**src/hw/rtl/tas_pkg.sv**
```systemverilog
`default_nettype none
// ----------------------------------------------------------------------------
// tas_pkg: shared types and constants
// Types, table selectors, alarm states and constants of the supervisor.
// ----------------------------------------------------------------------------
package tas_pkg;

    localparam int LIMIT_ENTRIES  = 4;
    localparam int ACTION_ENTRIES = 4;
    localparam int TAB_DEPTH      = 16;   // four tables of four entries
    localparam int TAB_AW         = 4;

    localparam logic [15:0] SKIP_VALUE = 16'hFFFF;
    localparam logic [7:0]  IDX_ALL    = 8'hFF;
    localparam logic [7:0]  NEVER      = 8'hFF;

    typedef enum logic [1:0] {
        OP_WRITE  = 2'd0,
        OP_RPTMAX = 2'd1,
        OP_RPTMIN = 2'd2,
        OP_TICK   = 2'd3
    } op_t;

    typedef enum logic [1:0] {
        TAB_MAX  = 2'd0,
        TAB_MIN  = 2'd1,
        TAB_WARN = 2'd2,
        TAB_ERR  = 2'd3
    } tab_sel_t;

    typedef enum logic [2:0] {
        ST_OK   = 3'd0,
        ST_WMAX = 3'd1,
        ST_EMAX = 3'd2,
        ST_WMIN = 3'd3,
        ST_EMIN = 3'd4
    } alarm_t;

    localparam logic CFG_WARN = 1'b0;
    localparam logic CFG_ERR  = 1'b1;

    typedef enum logic [2:0] {
        S_IDLE,
        S_LOOK,
        S_TICK,
        S_EMIT,
        S_OUT
    } fsm_t;

    typedef struct packed {
        logic        used;
        logic [7:0]  var_id;
        logic [7:0]  var_idx;
        logic [15:0] a;
        logic [15:0] b;
    } entry_t;

    typedef struct packed {
        logic [1:0]  op;
        logic [1:0]  table_sel;
        logic [1:0]  entry_idx;
        logic        entry_used;
        logic [7:0]  var_id;
        logic [7:0]  var_idx;
        logic        var_indexed;
        logic [15:0] level_a;
        logic [15:0] level_b;
        logic [15:0] sample;
    } in_item_t;

    typedef struct packed {
        logic        action_valid;
        logic [7:0]  act_var_id;
        logic [7:0]  act_var_idx;
        logic [15:0] act_value;
        logic [2:0]  alarm_state;
        logic [1:0]  active_entry;
        logic        last;
    } out_item_t;

endpackage
`default_nettype wire

```
**src/hw/rtl/tas_table_ram.sv**
```systemverilog
`default_nettype none
// ----------------------------------------------------------------------------
// tas_table_ram: entry store of all four tables
// One write port and one registered read port; a per-entry valid bit makes
// unwritten entries read as unused with zero fields.
// ----------------------------------------------------------------------------
module tas_table_ram
    import tas_pkg::*;
(
    input  wire logic              clk,
    input  wire logic              rst_n,
    input  wire logic              we,
    input  wire logic [TAB_AW-1:0] waddr,
    input  wire entry_t            wdata,
    input  wire logic [TAB_AW-1:0] raddr,
    output entry_t                 rdata
);

    entry_t                 mem [TAB_DEPTH];
    logic [TAB_DEPTH-1:0]   vld_reg;
    entry_t                 rd_reg;
    logic                   rv_reg;

    always_ff @(posedge clk)
    begin
        if (we)
        begin
            mem[waddr] <= wdata;
        end
        rd_reg <= mem[raddr];
    end

    always_ff @(posedge clk or negedge rst_n)
    begin
        if (!rst_n)
        begin
            vld_reg <= '0;
            rv_reg  <= 1'b0;
        end
        else
        begin
            if (we)
            begin
                vld_reg[waddr] <= 1'b1;
            end
            rv_reg <= vld_reg[raddr];
        end
    end

    assign rdata = rv_reg ? rd_reg : '0;

endmodule
`default_nettype wire

```
**src/hw/rtl/threshold_alarm_supervisor_top.sv**
```systemverilog
`default_nettype none
// ----------------------------------------------------------------------------
// threshold_alarm_supervisor_top: safety-threshold supervisor
// Checks reported samples against limit tables and emits alarm actions.
// ----------------------------------------------------------------------------
// Usage: an input transaction (in_valid/in_stall) carries a table write, a
// max- or min-checked report, or a one-second tick. Each input transaction
// yields one to eight output transactions (out_valid/out_stall); the final
// one has last set. Actions come out in table order; an item that causes
// none gives one status transaction with action_valid low.
// All tables live in one 16-entry memory with a registered read, so the
// block reads entries one per cycle while no held action stalls a scan. A
// write reads no entry; a report reads the limit table in order up to the
// first match and, when it raises an alarm, scans one action table; a tick
// reads nothing in hold-off or in OK, reads the watched limit entry when
// evaluated, and scans one or two action tables when it recovers. One item
// is worked on at a time; in_stall is high until its last output
// transaction is taken, so the next input transaction is taken in the cycle
// after that at the earliest.
// The receiver may stall as long as it likes; the output holds, and a scan
// that meets a held action waits.
// Reset clears all tables to unused, the alarm state to OK and both
// confirm times to 5.
// ----------------------------------------------------------------------------
module threshold_alarm_supervisor_top
    import tas_pkg::*;
(
    input  wire logic     clk,
    input  wire logic     rst_n,
    input  wire logic     in_valid,
    output logic          in_stall,
    input  wire in_item_t in_data,
    output logic          out_valid,
    input  wire logic     out_stall,
    output out_item_t     out_data,
    input  wire logic     cfg_we,
    input  wire logic     cfg_index,
    input  wire logic [7:0] cfg_data
);

    fsm_t        st_reg, st_next;
    in_item_t    it_reg, it_next;
    logic [7:0]  wconf_reg, wconf_next, econf_reg, econf_next;
    alarm_t      mode_reg, mode_next;
    logic [1:0]  mon_reg, mon_next;
    logic [7:0]  good_reg, good_next, hold_reg, hold_next;
    logic [2:0]  cnt_reg, cnt_next;     // entry counter, one past read
    logic        rdv_reg, rdv_next;     // read data valid this cycle
    logic [1:0]  hit_reg, hit_next;
    logic        found_reg, found_next;
    logic [1:0]  etab_reg, etab_next;   // action table being emitted
    logic        eraise_reg, eraise_next;
    logic        emore_reg, emore_next; // second emit pass follows
    logic [3:0]  nres_reg, nres_next;
    out_item_t   ob_reg, ob_next;
    logic        ov_reg, ov_next;
    logic        pend_reg, pend_next;   // held action waiting to go out
    out_item_t   pd_reg, pd_next;

    logic              we;
    logic [TAB_AW-1:0] waddr, raddr;
    entry_t            wdata, rdata;

    tas_table_ram u_ram (
        .clk   (clk),
        .rst_n (rst_n),
        .we    (we),
        .waddr (waddr),
        .wdata (wdata),
        .raddr (raddr),
        .rdata (rdata)
    );

    always_ff @(posedge clk or negedge rst_n)
    begin
        if (!rst_n)
        begin
            st_reg <= S_IDLE; wconf_reg <= 8'd5; econf_reg <= 8'd5;
            mode_reg <= ST_OK; mon_reg <= '0; good_reg <= '0; hold_reg <= '0;
            cnt_reg <= '0; rdv_reg <= 1'b0; hit_reg <= '0; found_reg <= 1'b0;
            etab_reg <= '0; eraise_reg <= 1'b0; emore_reg <= 1'b0;
            nres_reg <= '0; ov_reg <= 1'b0; pend_reg <= 1'b0;
        end
        else
        begin
            st_reg <= st_next; wconf_reg <= wconf_next; econf_reg <= econf_next;
            mode_reg <= mode_next; mon_reg <= mon_next; good_reg <= good_next;
            hold_reg <= hold_next; cnt_reg <= cnt_next; rdv_reg <= rdv_next;
            hit_reg <= hit_next; found_reg <= found_next; etab_reg <= etab_next;
            eraise_reg <= eraise_next; emore_reg <= emore_next;
            nres_reg <= nres_next; ov_reg <= ov_next; pend_reg <= pend_next;
        end
    end

    always_ff @(posedge clk)
    begin
        it_reg <= it_next;
        ob_reg <= ob_next;
        pd_reg <= pd_next;
    end

    assign in_stall  = (st_reg != S_IDLE) || ov_reg;
    assign out_valid = ov_reg;
    assign out_data  = ob_reg;

    logic        is_max_rpt, in_err, idx_ok, good, t_max, t_warn, to_warn;
    logic        out_free;
    logic [15:0] lvl, av;
    logic [2:0]  ent_cnt;
    logic [1:0]  rd_ent;
    logic [7:0]  good_inc, wait_t;

    always_comb
    begin
        st_next = st_reg; it_next = it_reg;
        wconf_next = wconf_reg; econf_next = econf_reg;
        mode_next = mode_reg; mon_next = mon_reg; good_next = good_reg;
        hold_next = hold_reg; cnt_next = cnt_reg; rdv_next = 1'b0;
        hit_next = hit_reg; found_next = found_reg; etab_next = etab_reg;
        eraise_next = eraise_reg; emore_next = emore_reg; nres_next = nres_reg;
        ob_next = ob_reg; ov_next = ov_reg; pend_next = pend_reg; pd_next = pd_reg;
        we = 1'b0; waddr = '0; wdata = '0; raddr = '0;
        lvl = '0; av = '0; good = 1'b0; to_warn = 1'b0;
        rd_ent = cnt_reg[1:0] - 2'd1;
        ent_cnt = 3'(ACTION_ENTRIES);
        is_max_rpt = (it_reg.op == OP_RPTMAX);
        in_err = (mode_reg == ST_EMAX) || (mode_reg == ST_EMIN);
        t_max = (mode_reg == ST_WMAX) || (mode_reg == ST_EMAX);
        t_warn = (mode_reg == ST_WMAX) || (mode_reg == ST_WMIN);
        wait_t = t_warn ? wconf_reg : econf_reg;
        good_inc = (good_reg == 8'hFF) ? good_reg : good_reg + 8'd1;
        idx_ok = 1'b0;
        out_free = !ov_reg || !out_stall;

        if (ov_reg && !out_stall)
        begin
            ov_next = 1'b0;
        end

        if (cfg_we)
        begin
            if (cfg_index == CFG_WARN) wconf_next = cfg_data;
            else                        econf_next = cfg_data;
        end

        unique case (st_reg)
            S_IDLE:
            begin
                if (in_valid && !in_stall)
                begin
                    it_next = in_data;
                    nres_next = '0;
                    pend_next = 1'b0;
                    cnt_next = '0;
                    found_next = 1'b0;
                    unique case (op_t'(in_data.op))
                        OP_WRITE:
                        begin
                            we = 1'b1;
                            waddr = {in_data.table_sel, in_data.entry_idx};
                            wdata = '{used: in_data.entry_used, var_id: in_data.var_id,
                                      var_idx: in_data.var_idx, a: in_data.level_a,
                                      b: in_data.level_b};
                            st_next = S_OUT;
                        end
                        OP_TICK:   st_next = S_TICK;
                        default:   st_next = S_LOOK;
                    endcase
                end
            end
            S_LOOK:
            begin
                // Read entry cnt; check the one read last cycle.
                raddr = {(is_max_rpt ? TAB_MAX : TAB_MIN), cnt_reg[1:0]};
                if (rdv_reg && !found_reg && rdata.used && rdata.var_id == it_reg.var_id
                    && (!it_reg.var_indexed || rdata.var_idx == IDX_ALL
                        || rdata.var_idx == it_reg.var_idx))
                begin
                    found_next = 1'b1;
                    hit_next = rd_ent;
                    st_next = S_OUT;
                    if (is_max_rpt)
                    begin
                        if (rdata.b != 16'd0 && it_reg.sample >= rdata.b && !in_err)
                            idx_ok = 1'b1;
                        else if (rdata.a != 16'd0 && it_reg.sample >= rdata.a
                                 && mode_reg == ST_OK)
                            to_warn = 1'b1;
                    end
                    else
                    begin
                        if (rdata.b != 16'd0 && it_reg.sample <= rdata.b && !in_err)
                            idx_ok = 1'b1;
                        else if (rdata.a != 16'd0 && it_reg.sample <= rdata.a
                                 && mode_reg == ST_OK)
                            to_warn = 1'b1;
                    end
                    if (idx_ok || to_warn)
                    begin
                        mode_next = idx_ok ? (is_max_rpt ? ST_EMAX : ST_EMIN)
                                           : (is_max_rpt ? ST_WMAX : ST_WMIN);
                        hold_next = wconf_reg;
                        mon_next = rd_ent;
                        etab_next = idx_ok ? TAB_ERR : TAB_WARN;
                        eraise_next = 1'b1;
                        emore_next = 1'b0;
                        cnt_next = '0;
                        st_next = S_EMIT;
                    end
                end
                else if (cnt_reg == 3'(LIMIT_ENTRIES))
                begin
                    st_next = S_OUT;
                end
                else
                begin
                    cnt_next = cnt_reg + 3'd1;
                    rdv_next = 1'b1;
                end
            end
            S_TICK:
            begin
                raddr = {(t_max ? TAB_MAX : TAB_MIN), mon_reg};
                if (mode_reg == ST_OK)
                begin
                    st_next = S_OUT;
                end
                else if (hold_reg > 8'd1)
                begin
                    hold_next = hold_reg - 8'd1;
                    st_next = S_OUT;
                end
                else if (!rdv_reg)
                begin
                    rdv_next = 1'b1;
                end
                else
                begin
                    hold_next = '0;
                    lvl = t_warn ? rdata.a : rdata.b;
                    good = t_max ? (it_reg.sample < lvl) : (it_reg.sample >= lvl);
                    st_next = S_OUT;
                    if (wait_t == NEVER)
                    begin
                        st_next = S_OUT;
                    end
                    else if (!good)
                    begin
                        good_next = '0;
                    end
                    else if (good_inc >= wait_t)
                    begin
                        good_next = '0;
                        mon_next = '0;
                        to_warn = !t_warn && (t_max ? (it_reg.sample >= rdata.a)
                                                   : (it_reg.sample <= rdata.a));
                        mode_next = to_warn ? (t_max ? ST_WMAX : ST_WMIN) : ST_OK;
                        etab_next = to_warn ? TAB_ERR : TAB_WARN;
                        eraise_next = 1'b0;
                        emore_next = to_warn;
                        cnt_next = '0;
                        st_next = S_EMIT;
                    end
                    else
                    begin
                        good_next = good_inc;
                    end
                end
            end
            S_EMIT:
            begin
                // Scan the action table; each usable entry becomes an output, up to eight per item.
                // The newest one is held back so the final output can carry last.
                raddr = {etab_reg, cnt_reg[1:0]};
                if (rdv_reg)
                begin
                    av = eraise_reg ? rdata.a : rdata.b;
                    if (rdata.used && av != SKIP_VALUE && nres_reg < 4'd8)
                    begin
                        if (pend_reg)
                        begin
                            if (out_free)
                            begin
                                ob_next = pd_reg;
                                ov_next = 1'b1;
                            end
                            else
                            begin
                                // Wait: hold the read and retry it.
                                rdv_next = 1'b0;
                                cnt_next = cnt_reg - 3'd1;
                                av = '0;
                            end
                        end
                        if (!pend_reg || out_free)
                        begin
                            pend_next = 1'b1;
                            nres_next = nres_reg + 4'd1;
                            pd_next = '{action_valid: 1'b1, act_var_id: rdata.var_id,
                                        act_var_idx: rdata.var_idx, act_value: av,
                                        alarm_state: mode_reg, active_entry: mon_reg,
                                        last: 1'b0};
                        end
                    end
                end
                if (cnt_next == ent_cnt && (rdv_next || !rdv_reg || cnt_reg == ent_cnt)
                    && cnt_reg == ent_cnt)
                begin
                    if (emore_reg)
                    begin
                        etab_next = TAB_WARN;
                        eraise_next = 1'b1;
                        emore_next = 1'b0;
                        cnt_next = '0;
                    end
                    else
                    begin
                        st_next = S_OUT;
                    end
                end
                else if (cnt_reg != ent_cnt && cnt_next == cnt_reg)
                begin
                    cnt_next = cnt_reg + 3'd1;
                    rdv_next = 1'b1;
                end
            end
            S_OUT:
            begin
                if (out_free)
                begin
                    ov_next = 1'b1;
                    ob_next = pend_reg ? pd_reg : '0;
                    ob_next.alarm_state = mode_reg;
                    ob_next.active_entry = mon_reg;
                    ob_next.last = 1'b1;
                    pend_next = 1'b0;
                    st_next = S_IDLE;
                end
            end
            default: st_next = S_IDLE;
        endcase
    end

    a_one_out: assert property (@(posedge clk) disable iff (!rst_n)
        (out_valid && out_stall) |=> out_valid)
        else $error("output dropped while stalled");
    a_busy: assert property (@(posedge clk) disable iff (!rst_n)
        (st_reg != S_IDLE) |-> in_stall)
        else $error("input taken while busy");
    a_mode: assert property (@(posedge clk) disable iff (!rst_n)
        (out_valid && out_data.alarm_state == ST_OK) |-> !in_err || !out_data.last)
        else $error("status mismatch");

endmodule
`default_nettype wire

```
**config.mk**
```make
export PLATFORM = sky130hd
export DESIGN_NAME = threshold_alarm_supervisor_top
export DESIGN_NICKNAME = d
export VERILOG_FILES = /design/src/hw/rtl/tas_pkg.sv /design/src/hw/rtl/tas_table_ram.sv /design/src/hw/rtl/threshold_alarm_supervisor_top.sv
export SDC_FILE = /design/constraint.sdc
export NUM_CORES = 1
export LEC_CHECK = 0
export BUFFER_PORTS_ARGS = -buffer_cell sky130_fd_sc_hd__buf_4
export CAP_MARGIN = 40
export CORE_ASPECT_RATIO = 0.7
export CORE_MARGIN = 5
export CORE_UTILIZATION = 55
export CTS_CLUSTER_DIAMETER = 80
export DETAILED_ROUTE_END_ITERATION = 8
export GPL_TIMING_DRIVEN = 0
export PLACE_DENSITY = 0.77
export SYNTH_ARGS = -nofsm -noshare
export SYNTH_HDL_FRONTEND = slang
export SYNTH_SLANG_ARGS = --single-unit
```
**constraint.sdc**
```tcl
create_clock -name clk -period 8.2 [get_ports clk]
set_clock_uncertainty 0.2 [all_clocks]
set_input_delay 0.82 -clock clk [delete_from_list [all_inputs] [get_ports clk]]
set_output_delay 0.82 -clock clk [all_outputs]
set_load 0.05 [all_outputs]
```
# Word-level counts from Yosys, hierarchy flattened
# Memories as Yosys holds them, arrays and structs flattened. A register that Yosys moved wholly into a read port is not among the register bits.
# Index checks and enable logic that the tools add are counted.
dict set report totals {
  register_bits 183
  latch_bits 0
  ram_bits 784
  romBits 0
  inputBits 86
  out_inout_bits 41
  wordCells 344
  n_memories 1
}
dict set report op_classes {
  add_sub_neg 6
  mul 0
  n_div 0
  order_cmp 12
  eq_ne 43
  shifts 0
  mux 173
  bitwise_logic 5
  n_reduce_logical 69
}
# name words word_bits rd rd_clocked_by_memory_dff wr line
set memory_table {}
lappend memory_table {u_ram.mem 16 49 1 1 1 tas_table_ram.sv:19} ;# entry_t mem [TAB_DEPTH];
# op count
set ops {}
lappend ops {{2-to-1 mux 39 bit} 6}
lappend ops {{2-to-1 mux 49 bit} 4}
lappend ops {{2-to-1 mux 3 bit} 41}
lappend ops {{case mux 39 bit (2 select lines)} 1}
lappend ops {{2-to-1 mux 8 bit} 9}
lappend ops {{2-to-1 mux 16 bit} 4}
lappend ops {{2-to-1 mux 1 bit} 63}
lappend ops {{>= comparator 16 bit} 3}
lappend ops {{2-to-1 mux 2 bit} 21}
lappend ops {{!= test 2 bit, second input constant} 18}
lappend ops {{<= comparator 16 bit} 2}
lappend ops {{nonzero test 16 bit} 2}
lappend ops {{2-to-1 mux 4 bit} 7}
lappend ops {{equality test 8 bit, second input constant} 3}
lappend ops {{logical AND 1 bit} 21}
lappend ops {{AND reduction 10 bit} 2}
lappend ops {{AND reduction 6 bit} 3}
lappend ops {{equality test 8 bit} 2}
lappend ops {{< comparator 16 bit} 1}
lappend ops {{!= test 16 bit, second input constant} 1}
lappend ops {{OR 16 bit} 1}
lappend ops {{case mux 8 bit (2 select lines)} 1}
lappend ops {{!= test 3 bit, second input constant} 5}
lappend ops {{case mux 3 bit (5 select lines)} 1}
lappend ops {{42 further kinds} 86}

# Logic depth before layout (Yosys ltp)
# Gate-level depths: netlist of the first run.
dict set report depth {
  ltp_word 13
  ltp_mapped 18
  ltp_nobuf 15
}

# Cells and area by module
# A second synthesis of the first run with hierarchy kept.
dict set report hier_totals {
  hier_cells 2267
  area_unflattened_um2 41004.3
}
# module instances cells_each area_per_inst_um2 seq_area_each_um2
set modules_own_cells {}
lappend modules_own_cells {tas_table_ram 1 1364 31298.8 24948.9}
lappend modules_own_cells {threshold_alarm_supervisor_top 1 903 9705.6 4714.5}

# Worst setup path after synthesis of the first run
# No wires, ideal clock.
dict set report synth_path {
  path_kind {input-to-reg}
  start {input port in_valid}
  end {memory u_ram.mem[0][0] in the netlist's numbering, enable pin}
  setup_time_ns 0.518
  arrival_time_ns 5.155
  required_time_ns 7.482
  path_slack_ns 2.327
  stages 5
  n_path_buf 0
  path_cell_list {nand3_1 > inv_1 > and2_1 > or3b_2 > nor3_1}
}
dict set report synth_via {
  elab_chain_cells 5
  elab_cells_between_ends 7
  classes_between {mux: 6; reduce/logical: 1}
}
# element line
set synth_lines {}
lappend synth_lines {{start, declared} threshold_alarm_supervisor_top.sv:30} ;# input wire logic in_valid,
lappend synth_lines {{logical AND 1 bit (*)} threshold_alarm_supervisor_top.sv:149} ;# if (in_valid && !in_stall)
lappend synth_lines {{2-to-1 mux 1 bit} threshold_alarm_supervisor_top.sv:149}
lappend synth_lines {{2-to-1 mux 1 bit} threshold_alarm_supervisor_top.sv:146} ;# unique case (st_reg)
lappend synth_lines {{2-to-1 mux 1 bit} tas_table_ram.sv:26} ;# if (we)
lappend synth_lines {{2-to-1 mux 1 bit (not written as such)} tas_table_ram.sv:28} ;# mem[waddr] <= wdata;
lappend synth_lines {{end, declared} tas_table_ram.sv:19}
# Mark *: on every way between the ends. The rest lies on a longest branch, timed or not.

# Worst setup path after layout of the first run
dict set report layout_path {
  start {register u_ram.rv_reg}
  end {register cnt_reg[1]}
}
dict set report layout_via {
  elab_chain_cells 13
  elab_cells_between_ends 61
  classes_between {order compare: 6; eq/ne: 9; mux: 24; reduce/logical: 22}
}
# element line
set layout_lines {}
lappend layout_lines {{start, declared} tas_table_ram.sv:22} ;# logic rv_reg;
lappend layout_lines {{start signal, assigned} tas_table_ram.sv:46} ;# rv_reg <= vld_reg[raddr];
lappend layout_lines {{2-to-1 mux 49 bit (*)} tas_table_ram.sv:50} ;# assign rdata = rv_reg ? rd_reg : '0;
lappend layout_lines {{parallel branches: the longest is 12 deep, another holds <= comparator 16 bit} n/a}
lappend layout_lines {{end signal, assigned} threshold_alarm_supervisor_top.sv:88} ;# hold_reg <= hold_next; cnt_reg <= cnt_next; rdv_reg <= rdv_next;
lappend layout_lines {{end, declared} threshold_alarm_supervisor_top.sv:47} ;# logic [2:0] cnt_reg, cnt_next;
# Every way passes the cells marked *. The select of a mux whose other input is x is not followed.
# A chain may end at the register's enable or synchronous reset.

==> flow_summary.ini, run 1 <==
[status]
status = completed

[finish]
area_growth_pct = 15.4
final_cell_mix = edfxtp_1 (895), mux4_2 (200), nand2_1 (185)
antenna_cells = 0
largest_register_ff_count = 784
regArea_um2 = 29700
fillers = 5053
drive_above_1_share_pct = 23.7
layout_commonest_cell = edfxtp_1
multi_input_area_um2 = 11100
final_cell_area_um2 = 47500
utilization_pct = 63.7
nets = 2816

[timing]
finalCritPeriodShare_pct = 73.6
final_max_slew_viol_count = 0
setup_viol = 0
finalHoldViolCount = 0
holdWs_ps = 150
setup_ws_ps = 2160
rsz0062_at_grt = no
period_needed_ps = 6040
fin_tns_setup_ps = 0
clock.fmax_mhz = 166
max_slew.worst_pin.slew_ps = 974
slew-limit-headroom_pct = 35.1

[logic_synthesis]
yosysUniqueCellTypes = 70
synth_seq_area_share_pct = 72.0
ys_ff_latch = 1016
synth-edff-count = 895
syn-num-nets = 2529
netlist_area_um2 = 41200
synth_ff_type = edfxtp_1
synth-async-reset-ratio_pct = 7.09
syn_avg_cell_area_um2 = 17.3
syn_inst = 2377
yosys_warnings = 0

[global_route]
grtUsageTotal_pct = 26.4
grt_pass1_wl_um = 155000
grt_max_degree = 47
grt_pass1_vias = 24100
gr-total-overflow = 0
antenna_found_initial = 3

[die]
fp.dieW_um = 337
dieArea_um2 = 80500
rows = 84
core_region_area_um2 = 74600
ioPinCount = 127
start_util_pct = 55.2
die_h_um = 239

[power]
seqPwrFrac_pct = 44.7
p_clk_share_pct = 30.2
power_frac_comb_pct = 25.2
switchingPower_w = 0.00449
p_int_w = 0.00987
ir_drop_v = 0.000212
swShare_pct = 31.3
power.density_nw_per_um2 = 302
leakage_nw = 16.4

[clocking]
clock_latency_ps = 660
postCtsSetupRepairBufs = 0
cts_root_buffer = clkbuf_16
clock_path_buffers = 3
cts_buffers = 93
htreeDepth = 3
ctsResizeCount = 0
cts_tree = built
clkTransAtPathRegs_ps = 70
cts_sinks = 1016
ctsHoldBuffers = 1

[run]
max-cap-violations = 0

[setup_path]
endpoint_kind = register
start_kind = register
critPathMaxStageDelay_ps = 720
crit_required_ps = 8530
crit_type = reg -> reg
cp_max_fo = 10
slowest_stage = a2bb2oi_1
path_cells = buf_4 > buf_2 > clkbuf_1 > clkbuf_1 > buf_1 > a31oi_1 > ha_1 > a21oi_1 > o21ai_0 > a221oi_1 > a21boi_0 > a2bb2oi_1 > o32a_1 > a221oi_1 > nand2_1 > mux2_2
crit_arrival_ps = 6370

[place]
place_hpwl_um = 71400
port_buffers = 126
routabilityCongestion = 0.925
postPlaceCellArea_um2 = 44500
dp_slack_ps = 2260

[drt]
routed_wl_um = 106000
post-route-drc-count = 0
vias = 24000
dr.pass1.iters = 5
drt_iter0_drc = 3258
via_per_inst = 6.43
wl_per_cell_um = 28.5
drtAntennaViolNets = 0

[worst_hold_path]
min_path_type = in -> reg
## path summary, 6_finish.rpt
kind | startpoint | end | slack [ps] | depth (start not counted)
max | u_ram.rv_reg | cnt_reg[1] | 2160 | 16
min | in_data[48] | it_reg[48] | 150 | 1
max reg2reg | u_ram.rv_reg | cnt_reg[1] | 2160 | 16
min reg2reg | mode_reg[2] | pd_reg[5] | 250 | 0
max in group asynchronous | rst_n | econf_reg[0] | 6740 | 3
min in group asynchronous | rst_n | wconf_reg[6] | 440 | 2
## area by class of cell
| class | instances | share of cell area [%] |
|---|---|---|
| timing repair buffer | 192 | 4.04 |
| clock inverter | 53 | 0.972 |
| tap | 989 | 2.60 |
| multi-input combinational | 1218 | 23.3 |
| buffer | 126 | 1.07 |
| sequential | 1016 | 62.4 |
| inverter | 17 | 0.134 |
| clock buffer | 117 | 5.44 |
## routing by layer
layer / vias up / GRT usage [%] / wire length (µm)
met1: 12300 / 38.2 / 42200
li1: 10100 / - / -
met2: 1395 / 39.5 / 48200
met4: 4 / 9.28 / 4020
met3: 245 / 7.20 / 11600
met5: - / 0.946 / 117
## logic make-up (layout without fill, tap and decap cells)
logic type                 Yosys count  after routing  synth area share, %
AOI/OAI and AO/OA                  292            292                 4.81
xor gates and xnor gates            20             20                0.425
adders and majority gates           66             66                 2.01
buffers and inverters              143            505                 1.39
DFF                               1016           1016                 72.0
muxes                              237            237                 11.9
and+or+nand+nor                    603            603                 7.42
## synth_stat cells (all sizes together) (17+ instances only)
master  number  area share, %
edfxtp     895             65
mux4       200             11
nand2      185            1.7
nor2       109            1.0
clkbuf      89           0.81
a31oi       84            1.3
and2        76            1.2
dfrtp       68            4.1
ha          66            2.0
and3        54           0.82
a211oi      52           0.95
dfxtp       49            2.4
o21ai       44           0.53
nor2b       42           0.64
buf         37           0.42
a21oi       35           0.43
mux2        28           0.77
nand3       27           0.33
nand4       24           0.36
or2         18           0.27
inv         17           0.15
## per-stage QoR
stage	power [W]	cells
after floorplan	0.00872	2377
after global placement	0.00988	3492
final	0.0144	3728
after global routing	0.0149	3728
after detailed placement	0.0101	3556
after CTS	0.0144	3727
## worst max-delay path: cells and delay by family, from the launching register on
kind,cells,cell delay (ps)
AO/OA/AOI/OAI,8,2450
AND/OR/NAND/NOR,1,200
adder cells (fa/ha/maj),1,340
buffers and inverters,5,2000
multiplexers,1,350
flip-flops,1,360
## power by group through the flow
| stage | sequential [W] | combinational [W] | clock (W) |
|---|---|---|---|
| 3_3_place_gp | 0.00650 | 0.00338 | 0 |
| 2_1_floorplan | 0.00648 | 0.00224 | 0 |
| 5_1_grt | 0.00643 | 0.00389 | 0.00460 |
| 3_5_place_dp | 0.00649 | 0.00356 | 0 |
| 4_1_cts | 0.00639 | 0.00359 | 0.00437 |
| 6_report | 0.00642 | 0.00361 | 0.00433 |
Power figures use the tool's default switching activity.
==> inputs of run 2 (changes only) <==
Clock period 8.2 ns to 5.7 ns, I/O delays scaled along.
==> run 2 against run 1 <==
  * Critical path depth decreased by 1
  * Worst setup slack got worse by 1900 ps
  * Worst hold slack got worse by 31 ps
  * Power increased by 45%
  * Count of clock-buffer cells in the layout increased by 3
  * Non-clock buffer count increased by 38
  * Combinational power increased by 44%
  * First-iteration DRC count decreased by 4.5%
  * Via count decreased by 0.65%
  * Critical path type unchanged
  * Global-route usage decreased by 0.11 points
  * Sequential power increased by 44%
  * Clock power increased by 49%
==> flow_summary.ini, run 2 (synthesis gave the netlist of run 1 again) <==
[status]
status = completed

[timing]
fin_tns_setup_ps = 0
finalCritPeriodShare_pct = 96.1
slew-limit-headroom_pct = 34.2
max_slew.worst_pin.slew_ps = 987
final_max_slew_viol_count = 0
clock.fmax_mhz = 183
rsz0062_at_grt = no
period_needed_ps = 5480
setup_viol = 0
finalHoldViolCount = 0

[setup_path]
crit_family = compound AO/OA/AOI/OAI gates
path_cells = clkbuf_1 > nor2b_1 > clkbuf_1 > clkbuf_1 > nor2_1 > a31oi_1 > ha_1 > a21oi_1 > o21ai_0 > a221oi_1 > and2_1 > a2bb2oi_2 > o32a_1 > or4_4 > mux2_4
critPathMostFrequentCell = clkbuf_1
cp_max_fo = 10
crit_arrival_ps = 5830
setup.worst_path.start = mode_reg[2]
slowest_stage = clkbuf_1
reg2reg_depth = 15
cp_num_cells = 15
critPathMaxStageDelay_ps = 720
r2r-start = mode_reg[2]
crit_type = reg -> reg
endpoint_kind = register
crit_required_ps = 6060
crit_buf_inv = 3
start_kind = register

[drt]
post-route-drc-count = 0
wl_per_cell_um = 27.8
dr.pass1.iters = 6
vias = 23800
drt_iter0_drc = 3111
routed_wl_um = 105000
via_per_inst = 6.32
drtAntennaViolNets = 0

[power]
seqPwrFrac_pct = 44.2
p_int_w = 0.0144
ir_drop_v = 0.000275
swShare_pct = 30.8
power.density_nw_per_um2 = 434
p_clk_share_pct = 30.9
power_frac_comb_pct = 24.9
switchingPower_w = 0.00643
leakage_nw = 16.6

[clocking]
postCtsSetupRepairBufs = 0
cts_sinks = 1016
cts_buffers = 92
cts_tree = built
htreeDepth = 3
cts_root_buffer = clkbuf_16
clkTransAtPathRegs_ps = 70
clock_path_buffers = 3
clock_latency_ps = 670

[die]
core_region_area_um2 = 74600
start_util_pct = 55.2
ioPinCount = 127
fp.dieW_um = 337
dieArea_um2 = 80500
die_h_um = 239
rows = 84

[finish]
antenna_cells = 0
nets = 2853
layout_commonest_cell = edfxtp_1
largest_register_ff_count = 784
final_cell_mix = edfxtp_1 (895), mux4_2 (200), nand2_1 (185)
final_cell_area_um2 = 48100
fillers = 4984
multi_input_area_um2 = 11100
regArea_um2 = 29700
drive_above_1_share_pct = 22.8
area_growth_pct = 16.7
final_cells = 3767

[global_route]
grt_pass1_vias = 24100
grtUsageTotal_pct = 26.3
antenna_found_initial = 1
grt_max_degree = 55
grt_pass1_wl_um = 155000
gr-total-overflow = 0

[place]
postPlaceCellArea_um2 = 44400
place_hpwl_um = 70700
routabilityCongestion = 0.926
port_buffers = 126
dp.cells = 3551

[worst_hold_path]
min_path_type = in -> reg
min_from = in_data[69]
hold_path_depth = 2

[run]
max-cap-violations = 0
run 2: cell types whose count changed in the layout (fill, tap and decap cells not counted), sizes merged:
cell	change
clkinv	-4
clkbuf	+2
bufinv	+7
dlygate4sd3	+43
buf	-4
clkinvlp	-5
run 2: timing repair:
| action | in CTS | in global routing |
|---|---|---|
| resized for setup | 1 | 0 |
| hold buffers | 44 | 0 |
| endpoints found under the setup margin | 18 | 0 |
| endpoints found under the hold margin | 123 | 0 |
run 2: cell type report:
cell class,count,area share (%)
Multi-Input combinational cell,1218,23.1
Tap cell,989,2.57
Timing Repair Buffer,231,4.89
Buffer,125,1.05
Clock buffer,120,5.24
Inverter,17,0.133
Clock inverter,51,1.29
Sequential cell,1016,61.7
run 2: power groups by stage:
| stage | Clock [W] | Sequential [W] | Combinational (W) |
|---|---|---|---|
| final | 0.00645 | 0.00923 | 0.00519 |
| after global routing | 0.00686 | 0.00926 | 0.00559 |
| after CTS | 0.00653 | 0.00919 | 0.00516 |
| after detailed placement | 0 | 0.00934 | 0.00510 |
| after global placement | 0 | 0.00935 | 0.00488 |
| after floorplan | 0 | 0.00932 | 0.00323 |
run 2: path summary, 6_finish.rpt:
check | end | slack, ps
worst max-delay path | etab_reg[0] | 220
worst min-delay path | u_ram.mem[0][16] | 120
worst max register to register | etab_reg[0] | 220
worst min register to register | pd_reg[5] | 250
max in group asynchronous | u_ram.vld_reg[7] | 4570
min in group asynchronous | econf_reg[3] | 150
run 2: through the flow:
stage	utilization, %	setup WS, ps	hold WS (ps)	total power (W)
after floorplan	-	201	74.4	0.0125
after global placement	58.1	-4590	227	0.0142
after detailed placement	59.6	-367	232	0.0144
after CTS	64.4	435	80.6	0.0209
after global routing	64.4	56.8	102	0.0217
final	64.4	221	119	0.0209
run 2: per-layer routing:
| layer | vias up | GRT usage [%] | share of wire (%) |
|---|---|---|---|
| li1 | 10100 | - | - |
| met1 | 12300 | 39.1 | 42 |
| met2 | 1267 | 39.7 | 46 |
| met3 | 182 | 6.36 | 9.8 |
| met4 | 0 | 7.56 | 2.8 |
| met5 | - | 0 | 0 |
